## src/design/muc_pkg.sv

```systemverilog
`timescale 1ns / 1ps

package muc_pkg;

	// Depth of the request queue between front and back.
	localparam int QDepth = 4;
	localparam int QAw    = $clog2(QDepth);

	typedef enum logic {
		DIR_ENCODE = 1'b0,
		DIR_DECODE = 1'b1
	} dir_t;

	// Lead byte classes by the top three bits.
	localparam logic [2:0] LEAD_TWO   = 3'b110;
	localparam logic [2:0] LEAD_THREE = 3'b111;

	localparam logic [7:0] NUL_B0  = 8'hc0;
	localparam logic [7:0] CONT_HI = 8'h80;
	localparam logic [7:0] LEAD2_HI = 8'hc0;
	localparam logic [7:0] LEAD3_HI = 8'he0;

	// One request from front to back: one to three results.
	typedef struct packed {
		dir_t        dir;
		logic [1:0]  cnt;    // results to emit, 1..3
		logic [23:0] data;   // encode: byte i at [8*i +: 8]; decode: unit in [15:0]
		logic        eos;
		logic        trunc;
	} cmd_t;

	typedef struct packed {
		logic valid;
		cmd_t cmd;
	} q_head_t;

endpackage

```

## src/design/muc_front.sv

```systemverilog
`timescale 1ns / 1ps

module muc_front (
	input  logic              clk,
	input  logic              arst_n,
	input  logic              cfg_we,
	input  logic              cfg_wdata,
	input  logic              accept,
	input  logic [15:0]       in_code_unit,
	input  logic [7:0]        in_byte,
	input  logic              end_of_string,
	output logic              push,
	output muc_pkg::cmd_t     push_cmd
);
	import muc_pkg::*;

	dir_t        dir_q;
	logic [1:0]  pend_q;
	logic [15:0] part_q;

	logic [1:0]  pend_d;
	logic [15:0] part_d;
	logic        emit;
	logic [15:0] unit;
	logic        trunc;
	cmd_t        enc_cmd;
	logic [15:0] c;

	// Encode: build one to three bytes.
	always_comb begin
		c = in_code_unit;
		enc_cmd = '0;
		enc_cmd.dir = DIR_ENCODE;
		enc_cmd.eos = end_of_string;
		if (c == 16'd0) begin
			enc_cmd.cnt = 2'd2;
			enc_cmd.data = {8'h00, CONT_HI, NUL_B0};
		end else if (c < 16'h0080) begin
			enc_cmd.cnt = 2'd1;
			enc_cmd.data = {16'h0000, c[7:0]};
		end else if (c < 16'h0800) begin
			enc_cmd.cnt = 2'd2;
			enc_cmd.data = {8'h00, CONT_HI | {2'b00, c[5:0]}, LEAD2_HI | {3'b000, c[10:6]}};
		end else begin
			enc_cmd.cnt = 2'd3;
			enc_cmd.data = {CONT_HI | {2'b00, c[5:0]}, CONT_HI | {2'b00, c[11:6]},
				LEAD3_HI | {4'b0000, c[15:12]}};
		end
	end

	// Decode: gather payload bits, emit on completion or cut-off.
	always_comb begin
		pend_d = pend_q;
		part_d = part_q;
		emit   = 1'b0;
		unit   = 16'd0;
		trunc  = 1'b0;
		if (pend_q == 2'd0) begin
			unique case (in_byte[7:5])
				LEAD_TWO: begin
					part_d = {11'd0, in_byte[4:0]};
					pend_d = 2'd1;
				end
				LEAD_THREE: begin
					part_d = {12'd0, in_byte[3:0]};
					pend_d = 2'd2;
				end
				default: begin
					unit = {9'd0, in_byte[6:0]};
					emit = 1'b1;
				end
			endcase
		end else begin
			part_d = {part_q[9:0], in_byte[5:0]};
			pend_d = pend_q - 2'd1;
			if (pend_d == 2'd0) begin
				unit   = part_d;
				part_d = 16'd0;
				emit   = 1'b1;
			end
		end
		if (!emit && end_of_string) begin
			// missing bytes count as zero payload
			unit   = (pend_d == 2'd1) ? {part_d[9:0], 6'd0} : {part_d[3:0], 12'd0};
			trunc  = 1'b1;
			pend_d = 2'd0;
			part_d = 16'd0;
		end
	end

	always_comb begin
		if (dir_q == DIR_ENCODE) begin
			push_cmd = enc_cmd;
			push     = accept;
		end else begin
			push_cmd       = '0;
			push_cmd.dir   = DIR_DECODE;
			push_cmd.cnt   = 2'd1;
			push_cmd.data  = {8'h00, unit};
			push_cmd.eos   = end_of_string | trunc;
			push_cmd.trunc = trunc;
			push           = accept && (emit || end_of_string);
		end
	end

	always_ff @(posedge clk or negedge arst_n) begin
		if (!arst_n) begin
			dir_q  <= DIR_ENCODE;
			pend_q <= 2'd0;
			part_q <= 16'd0;
		end else if (cfg_we) begin
			dir_q  <= dir_t'(cfg_wdata);
			pend_q <= 2'd0;
			part_q <= 16'd0;
		end else if (accept && dir_q == DIR_DECODE) begin
			pend_q <= pend_d;
			part_q <= part_d;
		end
	end

endmodule

```

## src/design/muc_queue.sv

```systemverilog
`timescale 1ns / 1ps

module muc_queue (
	input  logic              clk,
	input  logic              arst_n,
	input  logic              push,
	input  muc_pkg::cmd_t     push_cmd,
	input  logic              pop,
	output logic              full,
	output muc_pkg::q_head_t  head
);
	import muc_pkg::*;

	cmd_t           mem_q [QDepth];
	logic [QAw-1:0] wr_q;
	logic [QAw-1:0] rd_q;
	logic [QAw:0]   cnt_q;

	assign full       = (cnt_q == (QAw+1)'(QDepth));
	assign head.valid = (cnt_q != '0);
	assign head.cmd   = mem_q[rd_q];

	always_ff @(posedge clk) begin
		if (push) begin
			mem_q[wr_q] <= push_cmd;
		end
	end

	always_ff @(posedge clk or negedge arst_n) begin
		if (!arst_n) begin
			wr_q  <= '0;
			rd_q  <= '0;
			cnt_q <= '0;
		end else begin
			if (push) begin
				wr_q <= wr_q + 1'b1;
			end
			if (pop) begin
				rd_q <= rd_q + 1'b1;
			end
			unique case ({push, pop})
				2'b10:   cnt_q <= cnt_q + 1'b1;
				2'b01:   cnt_q <= cnt_q - 1'b1;
				default: cnt_q <= cnt_q;
			endcase
		end
	end

endmodule

```

## src/design/muc_back.sv

```systemverilog
`timescale 1ns / 1ps

module muc_back (
	input  logic              clk,
	input  logic              arst_n,
	input  muc_pkg::q_head_t  head,
	output logic              pop,
	input  logic              dst_stall,
	output logic              dst_valid,
	output logic [7:0]        out_byte,
	output logic [15:0]       out_code_unit,
	output logic              last_of_run,
	output logic              truncated,
	output logic              string_done
);
	import muc_pkg::*;

	logic        vld_q;
	logic [1:0]  idx_q;
	logic [7:0]  byte_q;
	logic [15:0] unit_q;
	logic        last_q;
	logic        trunc_q;
	logic        done_q;

	logic        load;
	logic        last;

	assign load = head.valid && (!vld_q || !dst_stall);
	assign last = (idx_q == head.cmd.cnt - 2'd1);
	assign pop  = load && last;

	always_ff @(posedge clk or negedge arst_n) begin
		if (!arst_n) begin
			vld_q <= 1'b0;
			idx_q <= 2'd0;
		end else begin
			if (load) begin
				vld_q <= 1'b1;
				idx_q <= last ? 2'd0 : idx_q + 2'd1;
			end else if (!dst_stall) begin
				vld_q <= 1'b0;
			end
		end
	end

	// Payload: one byte or one unit per result.
	always_ff @(posedge clk) begin
		if (load) begin
			if (head.cmd.dir == DIR_ENCODE) begin
				byte_q <= head.cmd.data[8*idx_q +: 8];
				unit_q <= 16'd0;
			end else begin
				byte_q <= 8'd0;
				unit_q <= head.cmd.data[15:0];
			end
			last_q  <= last;
			trunc_q <= head.cmd.trunc;
			done_q  <= last && head.cmd.eos;
		end
	end

	assign dst_valid     = vld_q;
	assign out_byte      = byte_q;
	assign out_code_unit = unit_q;
	assign last_of_run   = last_q;
	assign truncated     = trunc_q;
	assign string_done   = done_q;

endmodule

```

## src/design/modified_utf8_codec_top.sv

```systemverilog
`timescale 1ns / 1ps

// Modified UTF-8 codec (Java style). cfg_wdata written with cfg_we selects the
// direction: 0 encodes 16-bit code units into one to three bytes (NUL becomes
// C0 80, surrogates are encoded alone), 1 decodes bytes back into code units.
// Writing the register also clears the decoder; write it only while the block
// is idle. Each request on the src channel gives zero or more results on the
// dst channel; last_of_run marks the final result of a request and string_done
// the final result of a request carrying end_of_string. A decode sequence cut
// short by end_of_string yields one unit with truncated set, missing bits zero.
// Rate: the front takes one request per cycle into a four-entry queue while it
// has room; the back drains one result per cycle unless dst_stall holds it; an
// encode request yields one to three results (its byte count) and a decode
// request at most one. A request passes through the queue and then the output
// register before its first result. src_stall rises while the queue is full; a
// stalled result stays in the output register while requests keep being taken.

module modified_utf8_codec_top (
	input  logic        clk,
	input  logic        arst_n,
	// configuration
	input  logic        cfg_we,
	input  logic        cfg_wdata,
	// request side
	input  logic        src_valid,
	output logic        src_stall,
	input  logic [15:0] in_code_unit,
	input  logic [7:0]  in_byte,
	input  logic        end_of_string,
	// result side
	output logic        dst_valid,
	input  logic        dst_stall,
	output logic [7:0]  out_byte,
	output logic [15:0] out_code_unit,
	output logic        last_of_run,
	output logic        truncated,
	output logic        string_done
);
	import muc_pkg::*;

	logic    accept;
	logic    push;
	cmd_t    push_cmd;
	logic    full;
	logic    pop;
	q_head_t head;

	// take a request whenever the queue has room
	assign src_stall = full;
	assign accept    = src_valid && !full;

	// Front: direction register, encoder, decoder state; classify and push.
	muc_front u_front (
		.clk          (clk),
		.arst_n       (arst_n),
		.cfg_we       (cfg_we),
		.cfg_wdata    (cfg_wdata),
		.accept       (accept),
		.in_code_unit (in_code_unit),
		.in_byte      (in_byte),
		.end_of_string(end_of_string),
		.push         (push),
		.push_cmd     (push_cmd)
	);

	// Queue: decouples request intake from result delivery.
	muc_queue u_queue (
		.clk     (clk),
		.arst_n  (arst_n),
		.push    (push),
		.push_cmd(push_cmd),
		.pop     (pop),
		.full    (full),
		.head    (head)
	);

	// Back: step through the head request, one result per cycle unless stalled.
	muc_back u_back (
		.clk          (clk),
		.arst_n       (arst_n),
		.head         (head),
		.pop          (pop),
		.dst_stall    (dst_stall),
		.dst_valid    (dst_valid),
		.out_byte     (out_byte),
		.out_code_unit(out_code_unit),
		.last_of_run  (last_of_run),
		.truncated    (truncated),
		.string_done  (string_done)
	);

endmodule

```

## config.mk

```make
export PLATFORM = sky130hd
export DESIGN_NAME = modified_utf8_codec_top
export DESIGN_NICKNAME = d
export VERILOG_FILES = /design/src/design/muc_pkg.sv /design/src/design/muc_front.sv /design/src/design/muc_queue.sv /design/src/design/muc_back.sv /design/src/design/modified_utf8_codec_top.sv
export SDC_FILE = /design/constraint.sdc
export NUM_CORES = 1
export LEC_CHECK = 0
export ABC_AREA = 0
export BUFFER_PORTS_ARGS = -buffer_cell sky130_fd_sc_hd__buf_2
export CAP_MARGIN = 20
export CELL_PAD_IN_SITES_DETAIL_PLACEMENT = 0
export CELL_PAD_IN_SITES_GLOBAL_PLACEMENT = 1
export CORE_UTILIZATION = 40
export DETAILED_ROUTE_END_ITERATION = 7
export PLACE_DENSITY_LB_ADDON = 0.1
export SETUP_SLACK_MARGIN = 0.15
export SYNTH_ARGS = -nofsm -noshare
export SYNTH_HDL_FRONTEND = slang
export SYNTH_HIERARCHICAL = 1
export SYNTH_SLANG_ARGS = --single-unit
```

## constraint.sdc

```tcl
create_clock -name clk -period 3.5 [get_ports clk]
set_clock_uncertainty 0.2 [all_clocks]
set_input_delay 0.35 -clock clk [delete_from_list [all_inputs] [get_ports clk]]
set_output_delay 0.35 -clock clk [all_outputs]
set_load 0.1 [all_outputs]
```

==> key figures, run 1 <==
Pwr
  • Sequential share of power: 36.8%
  • Power share of the clock group: 24.1%
  • Net Sw Frac: 39.75%
  • Gate power share: 39.1%
  • Net Sw Power: 3.165 mW
  • Power Internal: 4.797 mW
  • P_leak: 3.034 nW
  • VDD IR max: 0.7617 mV
  • PwrDens: 942.9 nW/µm²
  • Design Power: 7.962 mW

Routing
  • Antenna Nets Post-Route: 0
  • Vias/cell: 5.447
  • First-pass DRT Iterations: 6
  • Via Count: 4,189
  • Wire length per cell: 19.77 µm
  • DR iter-0 viols: 305
  • Residual DRC: 0
  • Final wirelength: 15,200 µm

Placed design
  • Estimated wirelength of the detail-placed design: 10,450 µm
  • Port-buffer cells: 59
  • Routability cong.: 0.8951
  • Placed cell area: 7780 µm²
  • Pre-CTS setup slack: 0.4299 ns

Floorplan
  • Num rows: 48
  • Die height: 136.9 µm
  • Ports: 60
  • Core area: 17,540 µm²
  • Die area: 18,740 µm²
  • Initial core utilization: 41.50%
  • Horiz. Die Dim: 136.9 µm

Synth
  • Mapped Area: 7278 µm²
  • Sequential share of the synthesized area: 66.91%
  • Yosys reg bits: 166
  • Avg Inst Size Synth: 15.82 µm²
  • Mapped Nets: 497
  • Async set or reset register ratio after synthesis: 13.86%
  • Post-synth EDFFs: 143
  • Post-Syn Instances: 460
  • Distinct cells, synth: 63
  • Yosys warnings: 6
  • Ys flop type: edfxtp_1

Clocking
  • Clock latency at the later pin of the worst-skew pair: 0.42 ns
  • H-tree levels: 4
  • Cts bufs inserted: 17
  • CTS tree: built
  • Root Buffer: clkbuf_16
  • CTS Sinks: 166
  • Setup Fix Bufs, Post-CTS: 0
  • Clock-pin slew on the worst setup and hold paths: 0.07 ns
  • Clock buffer depth: 2

Worst setup path
  • Maximum fanout along the worst path: 7
  • Worst Path Arrival: 3.19 ns
  • Critical Path Source: u_queue/rd_q[0]
  • Critical path class: reg -> reg
  • Worst setup EP type: flop
  • Worst Setup EP: u_queue/cnt_q[1]
  • R2R Path Start: u_queue/rd_q[0]
  • Slowest-stage cell, CP: mux4_2
  • CP bufs+invs: 0
  • Worst reg2reg path depth: 7
  • FF-to-FF setup slack: 0.42 ns
  • WP depth: 7
  • Worst path top cell family by delay: multiplexers
  • Worst EP required: 3.61 ns
  • R2r endpoint: u_queue/cnt_q[1]
  • Crit start category: flop
  • Critical path cell sequence: mux4_2 > xnor2_1 > mux2i_1 > and2_1 > ha_1 > fa_1 > mux2_2
  • Max stage delay on crit path: 0.57 ns

Flow run
  • Max-cap violations: 0

Timing
  • Rel. slew slack: 45.83%
  • Setup WS post-layout: 0.4202 ns
  • Period utilization: 87.99%
  • Final Hold Viols: 0
  • RSZ-0062 raised after global routing: false
  • Worst Tran Pin Value: 0.8125 ns
  • Final Slew Violations: 0
  • Finish-stage setup viols: 0
  • Tmin final: 3.080 ns
  • Setup TNS: 0 ns
  • Max Freq: 324.7 MHz

Hold path
  • HP Class: in -> reg

Global routing
  • Vias in the first global route: 4,106
  • GRT met2 Usage: 27.35%
  • GRT met1 Usage: 24.53%
  • Overall routing resource usage: 17.64%
  • Most Crowded Layer GR: met2
  • Total gr overflow: 0
  • GRT met3 Usage: 3.963%
  • Largest net degree at the start of global routing: 30
  • Initial antenna violation count: 0
  • First-pass GRT wire length: 23,640 µm

Finish
  • # nets final: 568
  • Layout overhead on the synthesized area: 16.02%
  • Most frequent cells in the layout: edfxtp_1, buf_2, nand2_1
  • Commonest non-fill, non-tap cell in the layout: edfxtp_1
  • Post-route cell area: 8444 µm²
  • Fill count: 1,556
  • N_diodes: 0
  • Share of cells above drive strength 1: 28.31%

Status
  • Status: finished, final reports clean
flip-flops by register name, indices dropped and copies added, names as in the netlist:
register	flops
u_back/last_of_run	1
u_front/pend_q	2
u_back/out_code_unit	16
u_back/out_byte	8
u_back/string_done	1
u_front/part_q	10
u_queue/cnt_q	3
u_back/dst_valid	1
u_front/dir_q	1
u_queue/rd_q	2
u_back/idx_q	2
u_queue/wr_q	2
u_queue/mem_q	116
u_back/truncated	1
layer usage:
metal  vias to the layer above  wire [µm]
met2                       121       7154
met3                        12        619
met4                         0        152
met1                      2119       7278
met5                         -          0
li1                       1937          -
power groups by stage:
| stage | Sequential [mW] | Combinational [mW] | Clock (mW) |
|---|---|---|---|
| after global placement | 2.96 | 3.16 | 0 |
| after detailed placement | 2.98 | 3.16 | 0 |
| after global routing | 2.98 | 3.32 | 2.04 |
| after floorplan | 4.14 | 1.43 | 0 |
| after CTS | 2.94 | 3.16 | 1.96 |
| final | 2.93 | 3.11 | 1.92 |
what timing repair did:
| item | CTS | global route |
|---|---|---|
| gates resized for setup | 0 | 0 |
| hold endpoints to repair | 25 | 0 |
| hold buffers | 5 | 0 |
final cells by class:
class                   instances  area (µm²)  area share (%)
flip-flops and latches        166        4871           57.68
inverters                       8       30.03          0.3556
clock buffers                  19       442.9           5.245
well taps                     225       281.5           3.334
multi-input cells             262        2212           26.20
clock inverters                13       171.4           2.030
repair buffers                 76       435.4           5.156
per-stage QoR:
stage                     utilization [%]  hold WS (ns)  std cells
after floorplan                         -       -0.1456        460
after global placement              44.36        0.1832        732
after detailed placement            44.36        0.1803        732
after CTS                           48.15       0.07462        769
after global routing                48.15       0.08372        769
final                               48.15       0.09373        769
kinds of logic (layout without fill, tap and decap cells):
group,after synthesis,count (layout),share of synthesized area [%]
AOI/OAI and AO/OA,93,93,8.854
xor gates and xnor gates,7,7,0.8424
adders and majority gates,6,6,1.135
buffers and inverters,32,116,2.768
DFF,166,166,66.91
muxes,39,39,10.42
other,1,1,0.05152
and+or+nand+nor,116,116,9.025
cell usage after synthesis (all sizes together) (5+ instances only):
cell,number,area (µm²)
a32o,5,50.05
o21ai,17,85.08
a21oi,24,131.4
mux2i,9,90.09
nand2,35,131.4
nand2b,5,33.78
nor2b,5,46.30
edfxtp,143,4294
inv,8,30.03
a221oi,5,43.79
and2,23,143.9
clkbuf,12,55.05
or2,8,50.05
nor2,16,60.06
mux4,29,656.9
a22oi,8,60.06
o22ai,5,31.28
and3,7,45.05
dfrtp,23,575.6
ha,5,62.56
buf,12,116.4
how the worst min path moves through the flow:
| stage | start | to | slack [ns] | depth (start not counted) |
|---|---|---|---|---|
| floorplan | arst_n | u_back/dst_valid | -0.15 | 0 |
| global placement | arst_n | u_queue/wr_q[0] | 0.18 | 1 |
| detailed placement | arst_n | u_queue/wr_q[0] | 0.18 | 1 |
| CTS | end_of_string | u_queue/mem_q[2][1] | 0.07 | 1 |
| global route | end_of_string | u_queue/mem_q[2][1] | 0.08 | 1 |
| finish | end_of_string | u_queue/mem_q[2][1] | 0.09 | 1 |
(Power assumes the default switching activity.)
==> run 2, diff against run 1 <==
SYNTH_HIERARCHICAL = default   (was 1)
==> run 2 against run 1 <==
  * Sequential power hardly changed
  * Global-route usage up 1.4 points
  * Core utilization is 0.37 points lower
  * Synthesized cell count shrank 2.0%
  * Non-clock buffer count rose by 1
  * Critical endpoint is now u_queue.cnt_q[2]
  * Highest routed layer unchanged
  * Clock-buffer cell count grew 4
  * Register-to-register slack improved by 0.03 ns
  * Die area decreased by 3.4%
  * Via count down 1.9%
  * Sequential share of layout area about the same
==> key figures, run 2 <==
Status
  • Status: finished, final reports clean (unchanged)

Worst setup path
  • Critical path cell sequence: mux4_2 > xnor2_2 > mux2i_2 > and2_4 > ha_1 > inv_1 > fa_1 > xor2_1 > nor2_1 > xor2_1 (was mux4_2 > xnor2_1 > mux2i_1 > and2_1 > ha_1 > fa_1 > mux2_2)
  • Worst Path Arrival: 3.19 ns (about the same)
  • Maximum fanout along the worst path: 4 (was 7)
  • Worst EP required: 3.65 ns (was 3.61 ns)
  • Slowest-stage cell, CP: mux4_2 (unchanged)
  • Worst path top cell family by delay: multiplexers (unchanged)
  • Critical path class: reg -> reg (unchanged)
  • Worst setup EP type: flop (unchanged)
  • Worst path most repeated cell: xor2_1
  • Max stage delay on crit path: 0.56 ns (was 0.57 ns)
  • Crit start category: flop (unchanged)
  • CP bufs+invs: 1 (was 0)

Floorplan
  • Core area: 17,240 µm² (was 17,540 µm²)
  • Ports: 60 (unchanged)
  • Die height: 134.6 µm (was 136.9 µm)
  • Horiz. Die Dim: 134.6 µm (was 136.9 µm)
  • Initial core utilization: 40.78% (was 41.50%)
  • Num rows: 48 (unchanged)
  • Die area: 18,110 µm² (was 18,740 µm²)

Clocking
  • H-tree levels: 4 (unchanged)
  • Clock latency at the later pin of the worst-skew pair: 0.42 ns (about the same)
  • Clock buffer depth: 2 (unchanged)
  • CTS Sinks: 162 (was 166)
  • CTS tree: built (unchanged)
  • # resized after CTS: 0 (unchanged)
  • Cts bufs inserted: 17 (unchanged)
  • Cts hold-fix bufs: 4 (was 5)
  • Root Buffer: clkbuf_16 (unchanged)
  • Clock-pin slew on the worst setup and hold paths: 0.06 ns (was 0.07 ns)
  • Setup Fix Bufs, Post-CTS: 0 (unchanged)

Pwr
  • Power share of the clock group: 23.8% (was 24.1%)
  • Power Internal: 4.746 mW (was 4.797 mW)
  • Net Sw Power: 3.188 mW (was 3.165 mW)
  • Net Sw Frac: 40.18% (was 39.75%)
  • Gate power share: 39.7% (was 39.1%)
  • P_leak: 2.993 nW (was 3.034 nW)
  • Design Power: 7.934 mW (was 7.962 mW)
  • PwrDens: 963.3 nW/µm² (was 942.9 nW/µm²)
  • Sequential share of power: 36.6% (was 36.8%)
  • VDD IR max: 0.7964 mV (was 0.7617 mV)

Timing
  • RSZ-0062 raised after global routing: false (unchanged)
  • Finish-stage setup viols: 0 (unchanged)
  • Rel. slew slack: 35.76% (was 45.83%)
  • Setup TNS: 0 ns (unchanged)
  • Worst Tran Pin Value: 0.9636 ns (was 0.8125 ns)
  • Max Freq: 328.1 MHz (was 324.7 MHz)
  • Period utilization: 87.07% (was 87.99%)
  • Final Slew Violations: 0 (unchanged)
  • Final Hold Viols: 0 (unchanged)
  • Tmin final: 3.048 ns (was 3.080 ns)

Finish
  • N_diodes: 0 (unchanged)
  • Commonest non-fill, non-tap cell in the layout: edfxtp_1 (unchanged)
  • Fill count: 1,485 (was 1,556)
  • Layout overhead on the synthesized area: 17.16% (was 16.02%)
  • Post-Layout Cell Count: 762 (was 769)
  • Max reg flops: 112 (was 116)
  • Most frequent cells in the layout: edfxtp_1, buf_2, nand2_1 (unchanged)
  • Area of the multi-input gates: 2116 µm² (was 2212 µm²)
  • # nets final: 561 (was 568)
  • Share of cells above drive strength 1: 27.19% (was 28.31%)
  • Register area: 4751 µm² (was 4871 µm²)
  • Top reg by flops: u_queue.mem_q (was u_queue/mem_q)

Synth
  • Post-Syn Instances: 451 (was 460)
  • Largest area contributor in the netlist: edfxtp_1 (unchanged)
  • Ys flop type: edfxtp_1 (unchanged)
  • Distinct cells, synth: 60 (was 63)
  • Async set or reset register ratio after synthesis: 14.20% (was 13.86%)
  • Post-synth EDFFs: 139 (was 143)
  • Sequential share of the synthesized area: 67.57% (was 66.91%)
  • Yosys warnings: 0 (was 6)
  • Post-synth top cells: edfxtp_1, nand2_1, mux4_2 (unchanged)
  • Yosys reg bits: 162 (was 166)
  • Share of the synthesized area in the top cell type: 59.38% (was 59.00%)
  • Mapped Nets: 488 (was 497)
  • Most instantiated library cell after synthesis: edfxtp_1 (unchanged)
  • Mapped Area: 7029 µm² (was 7278 µm²)
  • Avg Inst Size Synth: 15.59 µm² (was 15.82 µm²)
  • Largest cells by area after synthesis: edfxtp_1, mux4_2, dfrtp_1 (unchanged)

Placed design
  • Port-buffer cells: 59 (unchanged)
  • Estimated wirelength of the detail-placed design: 10,640 µm (was 10,450 µm)
  • Routability cong.: 0.7982 (was 0.8951)
  • Placed Cells: 726 (was 732)

Global routing
  • Total gr overflow: 0 (unchanged)
  • Overall routing resource usage: 19.03% (was 17.64%)
  • First-pass GRT wire length: 24,520 µm (was 23,640 µm)
  • Vias in the first global route: 4,169 (was 4,106)
  • Largest net degree at the start of global routing: 29 (was 30)
  • Initial antenna violation count: 0 (unchanged)

Routing
  • Final wirelength: 15,850 µm (was 15,200 µm)
  • Residual DRC: 0 (unchanged)
  • Antenna Nets Post-Route: 0 (unchanged)
  • DR iter-0 viols: 320 (was 305)
  • Via Count: 4,109 (was 4,189)
  • Vias/cell: 5.392 (was 5.447)
  • First-pass DRT Iterations: 4 (was 6)
  • Wire length per cell: 20.80 µm (was 19.77 µm)

Flow run
  • Max-cap violations: 0 (unchanged)

Hold path
  • HP Class: in -> reg (unchanged)
## run 2: changes by cell type after synthesis, sizes merged, moves of 4 or more
cell    previous run  this run
nand3              3         7
inv                8        13
edfxtp           143       139
a22o               3         7
nor2              16        27
or2                8         1
## run 2: cells by family after synthesis
family          count (synthesis)  synth area share (%)
xor+xnor                        7                 1.086
simple gates                  117                 8.775
compound gates                 84                 8.366
fa+ha+maj                       6                 1.175
buf+inv                        36                 2.421
flops                         162                 67.57
mux                            39                 10.61
## run 2: layout make-up
| class | count | area share, % |
|---|---|---|
| Timing Repair Buffer | 77 | 5.348 |
| Tap cell | 225 | 3.418 |
| Sequential cell | 162 | 57.69 |
| Inverter | 13 | 0.5925 |
| Clock inverter | 9 | 1.580 |
| Multi-Input combinational cell | 253 | 25.69 |
| Clock buffer | 23 | 5.682 |
## run 2: worst paths after layout
check / end / start / slack (ns) / cells after the start
min in group asynchronous: u_queue.wr_q[1] / arst_n / 0.26 / 2
worst min-delay path: u_queue.mem_q[0][1] / end_of_string / 0.11 / 1
worst max-delay path: u_queue.cnt_q[2] / u_queue.rd_q[0] / 0.45 / 10
worst min register to register: u_front.part_q[7] / u_front.part_q[7] / 0.30 / 1
worst max register to register: u_queue.cnt_q[2] / u_queue.rd_q[0] / 0.45 / 10
max in group asynchronous: u_queue.rd_q[0] / arst_n / 2.41 / 2
## run 2: metrics by stage
stage | utilization [%] | cell area, µm² | hold slack (ns) | setup slack [ns]
6_report | 47.78 | 8235 | 0.1128 | 0.4525
3_5_place_dp | 44.08 | 7597 | 0.1905 | 0.4582
2_1_floorplan | - | 7036 | -0.1456 | 0.4944
3_3_place_gp | 44.08 | 7597 | 0.1895 | 0.5187
4_1_cts | 47.78 | 8235 | 0.1035 | 0.4336
5_1_grt | 47.78 | 8235 | 0.1079 | 0.2773
## run 2: per-layer routing
layer  vias up  global-route usage [%]  share of wire, %
met4         0                   7.179               1.7
met5         -                       0                 0
met1      2088                   24.82                44
met3        19                   3.904               3.7
met2        98                   31.49                50
li1       1904                       -                 -
## run 2: worst reg2reg max path: stages, from the launching register on
cell and delay [ns]:
dfrtp_2 0.40, mux4_2 0.56, xnor2_2 0.21, mux2i_2 0.32
and2_4 0.22, ha_1 0.19, inv_1 0.06, fa_1 0.38
xor2_1 0.17, nor2_1 0.11, xor2_1 0.15
## run 2: power by group through the flow
stage / clock network, mW / registers (mW) / logic (mW)
global route: 2.00 / 2.95 / 3.35
detailed placement: 0 / 2.95 / 3.20
global placement: 0 / 2.92 / 3.18
finish: 1.89 / 2.90 / 3.15
CTS: 1.92 / 2.91 / 3.20
floorplan: 0 / 4.07 / 1.40
